`config.mk`:
```
export PLATFORM = sky130hd
export DESIGN_NAME = response_frame_deframer_top
export DESIGN_NICKNAME = d
export VERILOG_FILES = /design/src/rtl/rfd_pkg.sv /design/src/rtl/rfd_core.sv /design/src/rtl/rfd_skid.sv /design/src/rtl/response_frame_deframer_top.sv
export VERILOG_INCLUDE_DIRS = /design/src /design/src/rtl
export SDC_FILE = /design/constraint.sdc
export NUM_CORES = 1
export LEC_CHECK = 0
export BUFFER_PORTS_ARGS = -buffer_cell sky130_fd_sc_hd__buf_2
export CAP_MARGIN = 20
export CORE_UTILIZATION = 34
export CTS_CLUSTER_DIAMETER = 80
export DETAILED_ROUTE_END_ITERATION = 10
export SYNTH_ARGS = -nofsm -noshare
export SYNTH_HDL_FRONTEND = slang
export SYNTH_SLANG_ARGS = --single-unit
export TNS_END_PERCENT = 1
```
`constraint.sdc`:
```
create_clock -name clk -period 5.6 [get_ports clk]
set_input_delay 1.12 -clock clk [delete_from_list [all_inputs] [get_ports clk]]
set_output_delay 1.12 -clock clk [all_outputs]
set_load 0.01 [all_outputs]
```
`src/rtl/response_frame_deframer_top_defines.svh`:
```
// Assertion macros for the response frame deframer.
// Included by the top level; no other dependencies.
`ifndef RESPONSE_FRAME_DEFRAMER_TOP_DEFINES_SVH
`define RESPONSE_FRAME_DEFRAMER_TOP_DEFINES_SVH

// Same-cycle implication, disabled during reset
`define RFD_ASSERT_IMPL(label, clk, rst_n, ante, cons) \
  label: assert property (@(posedge clk) disable iff (!rst_n) (ante) |-> (cons)) \
    else $error("deframer check failed");

// Next-cycle implication, disabled during reset
`define RFD_ASSERT_NEXT(label, clk, rst_n, ante, cons) \
  label: assert property (@(posedge clk) disable iff (!rst_n) (ante) |=> (cons)) \
    else $error("deframer check failed");

`endif

```
`src/rtl/rfd_pkg.sv`:
```
// Shared types and constants for the response frame deframer.
// No dependencies; imported by every module of the block.
package rfd_pkg;

  localparam logic [7:0]  SYNC_FIRST    = 8'h55;
  localparam logic [7:0]  SYNC_SECOND   = 8'hAA;
  localparam int          HDR_BYTES     = 6;
  localparam int          HDR_IDX_W     = $clog2(HDR_BYTES);
  localparam logic [15:0] MAX_LEN_RESET = 16'd4096;

  // Receive phase
  typedef enum logic [2:0] {
    PH_HUNT,
    PH_GOT_FIRST,
    PH_HEADER,
    PH_PAYLOAD,
    PH_CHECK
  } phase_t;

  // One result item
  typedef struct packed {
    logic        payload_valid;
    logic [7:0]  payload_byte;
    logic        frame_end;
    logic        frame_ok;
    logic [15:0] sequence_number;
    logic [7:0]  command_code;
    logic [7:0]  status_code;
    logic [15:0] payload_length;
  } res_t;

endpackage

```
`src/rtl/rfd_core.sv`:
```
// Deframer state machine: sync hunt, header capture, resync, payload, checksum.
// Depends on rfd_pkg.
module rfd_core
  import rfd_pkg::*;
(
  input  logic        clk,
  input  logic        rst_n,
  input  logic        cfg_wr_en,
  input  logic [15:0] cfg_wr_data,
  input  logic        accept,
  input  logic [7:0]  rx_byte,
  output logic        res_push,
  output res_t        res
);

  phase_t              phase_r, phase_nxt;
  logic [HDR_IDX_W-1:0] count_r, count_nxt;
  logic [15:0]         rem_r, rem_nxt;
  logic [7:0]          xor_r, xor_nxt;
  logic [15:0]         max_len_r;
  logic [7:0]          store_r   [HDR_BYTES];
  logic [7:0]          store_nxt [HDR_BYTES];

  // Rescan of the held header bytes
  logic [7:0]           held     [HDR_BYTES];
  logic                 rs_found;
  logic [HDR_IDX_W-1:0] rs_pos;
  logic [7:0]           rs_store [HDR_BYTES-2];
  logic [HDR_IDX_W-1:0] rs_count;
  logic [7:0]           rs_xor;
  logic [15:0]          hdr_len;

  assign hdr_len = {store_r[4], rx_byte};

  // Held bytes: five stored plus the one arriving now
  always_comb begin
    for (int i = 0; i < HDR_BYTES - 1; i++) held[i] = store_r[i];
    held[HDR_BYTES-1] = rx_byte;
  end

  // First sync pair inside the held bytes, and the partial header after it
  always_comb begin
    logic [HDR_IDX_W:0] idx;
    rs_found = 1'b0;
    rs_pos   = '0;
    for (int p = 0; p < HDR_BYTES - 1; p++) begin
      if (!rs_found && held[p] == SYNC_FIRST && held[p+1] == SYNC_SECOND) begin
        rs_found = 1'b1;
        rs_pos   = HDR_IDX_W'(p);
      end
    end
    rs_xor = SYNC_FIRST ^ SYNC_SECOND;
    for (int i = 0; i < HDR_BYTES; i++) begin
      if (HDR_IDX_W'(i) >= rs_pos + HDR_IDX_W'(2)) rs_xor = rs_xor ^ held[i];
    end
    for (int j = 0; j < HDR_BYTES - 2; j++) begin
      idx = {1'b0, rs_pos} + (HDR_IDX_W+1)'(j + 2);
      if (idx < (HDR_IDX_W+1)'(HDR_BYTES)) rs_store[j] = held[idx[HDR_IDX_W-1:0]];
      else rs_store[j] = store_r[j];
    end
    rs_count = HDR_IDX_W'(HDR_BYTES - 2) - rs_pos;
  end

  // Next state
  always_comb begin
    phase_nxt = phase_r;
    count_nxt = count_r;
    rem_nxt   = rem_r;
    xor_nxt   = xor_r;
    for (int i = 0; i < HDR_BYTES; i++) store_nxt[i] = store_r[i];
    if (accept) begin
      case (phase_r)
        PH_GOT_FIRST: begin
          if (rx_byte == SYNC_SECOND) begin
            phase_nxt = PH_HEADER;
            count_nxt = '0;
            xor_nxt   = SYNC_FIRST ^ SYNC_SECOND;
          end else if (rx_byte != SYNC_FIRST) begin
            phase_nxt = PH_HUNT;
          end
        end
        PH_HEADER: begin
          for (int i = 0; i < HDR_BYTES; i++) begin
            if (count_r == HDR_IDX_W'(i)) store_nxt[i] = rx_byte;
          end
          xor_nxt = xor_r ^ rx_byte;
          if (count_r == HDR_IDX_W'(HDR_BYTES - 1)) begin
            count_nxt = '0;
            if (hdr_len > max_len_r) begin
              if (rs_found) begin
                for (int j = 0; j < HDR_BYTES - 2; j++) store_nxt[j] = rs_store[j];
                count_nxt = rs_count;
                xor_nxt   = rs_xor;
                phase_nxt = PH_HEADER;
              end else begin
                xor_nxt   = '0;
                phase_nxt = (rx_byte == SYNC_FIRST) ? PH_GOT_FIRST : PH_HUNT;
              end
            end else begin
              rem_nxt   = hdr_len;
              phase_nxt = (hdr_len == 16'd0) ? PH_CHECK : PH_PAYLOAD;
            end
          end else begin
            count_nxt = count_r + HDR_IDX_W'(1);
          end
        end
        PH_PAYLOAD: begin
          xor_nxt = xor_r ^ rx_byte;
          rem_nxt = rem_r - 16'd1;
          if (rem_nxt == 16'd0) phase_nxt = PH_CHECK;
        end
        PH_CHECK: begin
          phase_nxt = PH_HUNT;
          xor_nxt   = '0;
          rem_nxt   = '0;
        end
        default: begin
          phase_nxt = (rx_byte == SYNC_FIRST) ? PH_GOT_FIRST : PH_HUNT;
        end
      endcase
    end
  end

  // Result for the item being accepted
  always_comb begin
    res.payload_valid   = (phase_r == PH_PAYLOAD);
    res.payload_byte    = (phase_r == PH_PAYLOAD) ? rx_byte : 8'd0;
    res.frame_end       = (phase_r == PH_CHECK);
    res.frame_ok        = (phase_r == PH_CHECK) && (xor_r == rx_byte);
    res.sequence_number = {store_r[0], store_r[1]};
    res.command_code    = store_r[2];
    res.status_code     = store_r[3];
    res.payload_length  = {store_r[4], store_r[5]};
    res_push            = accept && (phase_r == PH_PAYLOAD || phase_r == PH_CHECK);
  end

  // Control state and configuration
  always_ff @(posedge clk) begin
    if (!rst_n) begin
      phase_r   <= PH_HUNT;
      count_r   <= '0;
      rem_r     <= '0;
      xor_r     <= '0;
      max_len_r <= MAX_LEN_RESET;
    end else begin
      phase_r <= phase_nxt;
      count_r <= count_nxt;
      rem_r   <= rem_nxt;
      xor_r   <= xor_nxt;
      if (cfg_wr_en) max_len_r <= cfg_wr_data;
    end
  end

  // Header bytes, no reset
  always_ff @(posedge clk) begin
    for (int i = 0; i < HDR_BYTES; i++) store_r[i] <= store_nxt[i];
  end

endmodule

```
`src/rtl/rfd_skid.sv`:
```
// Two-entry output buffer: result register plus skid register.
// Depends on rfd_pkg for the result type.
module rfd_skid
  import rfd_pkg::*;
(
  input  logic clk,
  input  logic rst_n,
  input  logic push,
  input  res_t push_data,
  output logic push_ready,
  output logic out_valid,
  input  logic out_ready,
  output res_t out_data
);

  logic out_valid_r, out_valid_nxt;
  logic skid_valid_r, skid_valid_nxt;
  res_t out_data_r, out_data_nxt;
  res_t skid_data_r, skid_data_nxt;
  logic pop;

  assign pop        = out_valid_r && out_ready;
  assign push_ready = !skid_valid_r;
  assign out_valid  = out_valid_r;
  assign out_data   = out_data_r;

  // Buffer movement
  always_comb begin
    out_valid_nxt  = out_valid_r;
    skid_valid_nxt = skid_valid_r;
    out_data_nxt   = out_data_r;
    skid_data_nxt  = skid_data_r;
    if (skid_valid_r) begin
      if (pop) begin
        out_data_nxt   = skid_data_r;
        skid_valid_nxt = 1'b0;
      end
    end else if (push) begin
      if (!out_valid_r || pop) begin
        out_data_nxt  = push_data;
        out_valid_nxt = 1'b1;
      end else begin
        skid_data_nxt  = push_data;
        skid_valid_nxt = 1'b1;
      end
    end else if (pop) begin
      out_valid_nxt = 1'b0;
    end
  end

  always_ff @(posedge clk) begin
    if (!rst_n) begin
      out_valid_r  <= 1'b0;
      skid_valid_r <= 1'b0;
    end else begin
      out_valid_r  <= out_valid_nxt;
      skid_valid_r <= skid_valid_nxt;
    end
  end

  always_ff @(posedge clk) begin
    out_data_r  <= out_data_nxt;
    skid_data_r <= skid_data_nxt;
  end

endmodule

```
`src/rtl/response_frame_deframer_top.sv`:
```
// Response frame deframer top level: core state machine and output buffer.
// Depends on rfd_pkg, rfd_core, rfd_skid and the assertion macro header.
//
//   channel  handshake             payload
//   in       in_valid / in_ready   in_rx_byte
//   out      out_valid / out_ready out_payload_*, out_frame_*, header fields
//   cfg      cfg_wr_en             cfg_wr_data (max payload length)
//
// One byte is accepted per cycle while in_ready is high; each result is formed
// combinationally and registered into the output register or the skid register.
// Sync reset clears the phase, counters and checksum; max length resets to 4096.
// A stalled result moves to the skid register; input stalls only when both
// output entries are full.
`include "response_frame_deframer_top_defines.svh"
module response_frame_deframer_top
  import rfd_pkg::*;
(
  input  logic        clk,
  input  logic        rst_n,
  input  logic        in_valid,
  output logic        in_ready,
  input  logic [7:0]  in_rx_byte,
  output logic        out_valid,
  input  logic        out_ready,
  output logic        out_payload_valid,
  output logic [7:0]  out_payload_byte,
  output logic        out_frame_end,
  output logic        out_frame_ok,
  output logic [15:0] out_sequence_number,
  output logic [7:0]  out_command_code,
  output logic [7:0]  out_status_code,
  output logic [15:0] out_payload_length,
  input  logic        cfg_wr_en,
  input  logic [15:0] cfg_wr_data
);

  logic accept;
  logic res_push;
  res_t res;
  res_t out_data;

  assign accept = in_valid && in_ready;

  rfd_core u_core (
    .clk         (clk),
    .rst_n       (rst_n),
    .cfg_wr_en   (cfg_wr_en),
    .cfg_wr_data (cfg_wr_data),
    .accept      (accept),
    .rx_byte     (in_rx_byte),
    .res_push    (res_push),
    .res         (res)
  );

  rfd_skid u_skid (
    .clk        (clk),
    .rst_n      (rst_n),
    .push       (res_push),
    .push_data  (res),
    .push_ready (in_ready),
    .out_valid  (out_valid),
    .out_ready  (out_ready),
    .out_data   (out_data)
  );

  assign out_payload_valid   = out_data.payload_valid;
  assign out_payload_byte    = out_data.payload_byte;
  assign out_frame_end       = out_data.frame_end;
  assign out_frame_ok        = out_data.frame_ok;
  assign out_sequence_number = out_data.sequence_number;
  assign out_command_code    = out_data.command_code;
  assign out_status_code     = out_data.status_code;
  assign out_payload_length  = out_data.payload_length;

  // Checks
  `RFD_ASSERT_NEXT(a_skid_fill, clk, rst_n, res_push && out_valid && !out_ready, !in_ready)
  `RFD_ASSERT_IMPL(a_ok_at_end, clk, rst_n, out_valid && out_frame_ok, out_frame_end)
  `RFD_ASSERT_IMPL(a_payload_len, clk, rst_n, out_valid && out_payload_valid, out_payload_length != 16'd0)

endmodule

```
==> results.tsv <==
metric	value	unit
outcome	finished clean	
final core utilization	39.9	%
Clk Latency, worst-skew pair	530	ps
Clk Tree Root Cell	clkbuf_16	
Leak Pwr	4.74	nW
CTS H-tree depth	1	
Highest Clock Rate	237	MHz
largest family of logic cells by synthesized area	compound AO/OA/AOI/OAI gates	
total die area	34900	um2
Slew @ Worst Pin	1120	ps
CP Launch Type	flop	
Yosys cell types	65	
number of synthesized register bits	214	
ys flop type	edfxtp_1	
Syn Inst Count	1042	
Synth Cell Area	11600	um2
kind of critical path	reg2reg	
worst-path fanout max	16	
Total Power	3.68	mW
Post-synth ARST share	0	%
vias per inst	5.59	
Final GP Congestion	0.966	
post-synthesis simple-gate area fraction	12.9	%
ratio of cells with drive above 1 in the final layout	21.5	%
CTS tree	built	
crit share post-route	75.4	%
WP data arrival	4480	ps
Clock Pin Slew Worst Setup and Hold Paths	60	ps
# IOs	90	
GRT Total Usage	19.4	%
drt first pass iters	5	
Clock Sinks	214	
CP endpoint kind	flop	
initial antenna violation count	0	
Seq/Total Area, Yosys	51.2	%
setup tns final	0	ps
clk buf depth	3	
# resized after CTS	0	
share of the synthesized area in the top cell type	42.9	%
Post-synth EDFFs	166	
first-pass GRT wire length	52.7	mm
Max-slew headroom	25.3	%
vias in the first global route	8618	
Critical Path RT	5850	ps
complex-gate fraction of the synthesized area	12.9	%
setup violation total in the final timing report	0	
Final Hold Fails	0	
core footprint	33600	um2
Synth area leader	edfxtp_1	
post-synthesis xor/xnor area fraction	3.67	%
Initial Utilization	34.6	%
die width	187	um
grt ovf	0	
DRC Markers	0	
Synth Warn #	0	
row count	67	
RSZ-0062 raised after global routing	no	
multiplexer area fraction after synthesis	12.8	%
total CTS buffers	25	
area share of fa/ha/maj cells after synthesis	2.80	%
wire per inst	21.7	um
VDD IR-drop max	0.226	mV
final instance area	13400	um2
via count	8856	
PwrDens	274	nW/um2
syn_area_per_cell	11.2	um2
min Tclk post-route	4220	ps
Hold Path Class	reg2reg	
Detail Route Antenna Nets	0	
die height	187	um
number of buffers added for setup after CTS	0	
Synthesized Nets	1097	
DRT iter0 DRCs	754	
Placed Area	12600	um2
Routed WL	34.3	mm
Synth area leaders	edfxtp_1 (43%), dfxtp_1 (8.3%), mux2i_1 (5.0%), mux2_2 (4.7%), mux4_2 (3.1%)	
Layout area overhead	15.4	%
largest net degree at the start of global routing	46	
hold buffer count at CTS	0	
HPWL after DPL	22.8	mm
clk_skew	15.4	ps
port bufs	89	
Layout Nets	1173	
Slew Limit Fails	0	
# diodes	0	
max-cap check violation count	0	
==> cells in the mapped netlist, drive strengths merged (6+ instances only) <==
cell,count
nor4bb,14
a21oi,69
buf,14
mux2i,58
o211ai,6
a211oi,31
ha,26
nand4,10
and4,8
o21ai,52
inv,40
and3,8
edfxtp,166
mux4,16
or3,10
clkbuf,54
nand2,68
nand3,19
o22ai,9
nor2b,6
xnor2,31
nor3,26
mux2,49
dfxtp,48
nor4,10
and2,7
a31oi,7
a22oi,13
nor2,85
o31ai,15
xor2,16
==> cell type report <==
type,count,area [um2]
Sequential cell,214,5950
Inverter,43,161
Tap cell,448,561
Clock inverter,16,165
Timing Repair Buffer,117,668
Clock buffer,28,637
Multi-Input combinational cell,717,5270
Fill cell,3266,20200
==> logic make-up (layout without fill, tap and decap cells) <==
logic type / after synthesis / after routing
mux: 123 / 123
compound gates: 236 / 236
xor+xnor: 47 / 47
fa+ha+maj: 26 / 26
flops: 214 / 214
buf+inv: 111 / 204
simple gates: 285 / 285
==> worst paths after layout <==
check	start	endpoint	slack [ps]	cells past startpoint
hold reg to reg	u_core.store_r[5][5]	u_skid.skid_data_r[5]	450	0
hold / removal	u_core.store_r[5][5]	u_skid.skid_data_r[5]	450	0
setup / recovery	u_core.store_r[2][7]	u_core.store_r[3][0]	1380	10
setup reg to reg	u_core.store_r[2][7]	u_core.store_r[3][0]	1380	10
==> metal layers <==
metal  GRT usage [%]  vias to the layer above  share of wire [%]
met4            6.94                        0                3.4
met3            3.15                       90                7.0
met5               0                        -                  0
met2            31.9                      361                 48
li1                -                     4082                  -
met1            26.0                     4323                 42
==> state kept, by name, indices dropped and copies added (netlist names) <==
register	cells
u_core.count_r	3
u_skid.skid_valid_r	1
u_core.rem_r	16
u_skid.skid_data_r	59
u_core.xor_r	8
u_skid.out_valid	1
u_skid.out_data	59
u_core.max_len_r	16
u_core.store_r	48
u_core.phase_r	3
==> cells in the final DEF, fill, tap and decap left out, drive strengths merged, types with 19 or more instances in the layout <==
cell / count
mux2i: 58
a21oi: 69
xnor2: 31
inv: 40
clkbuf: 28
buf: 117
mux2: 49
o21ai: 52
edfxtp: 166
nor2: 85
nand3: 19
ha: 26
nor3: 26
dfxtp: 48
a211oi: 31
nand2: 68
==> where the power goes <==
group / switching, mW / internal, mW / leakage (nW)
combinational: 0.169 / 0.116 / 2.47
sequential: 0.0400 / 1.74 / 1.88
clock: 0.664 / 0.955 / 0.393
total: 0.874 / 2.81 / 4.74
==> stage by stage <==
step | hold slack [ps] | std cells | setup WS (ps)
global placement | 436 | 1539 | 1210
detailed placement | 432 | 1539 | 1260
floorplan | 422 | 1042 | 1030
CTS | 448 | 1583 | 1440
global route | 455 | 1583 | 1160
finish | 448 | 1583 | 1380
==> critical path: stages (launching register included) <==
cell,delay [ps]
edfxtp_1,480
nor4bb_1,590
nand4_1,330
nand3_1,300
buf_4,200
inv_1,120
ha_1,250
xnor2_2,750
mux4_2,610
a211oi_1,250
a21oi_1,70
No activity file was read; power rests on OpenSTA's default activity.
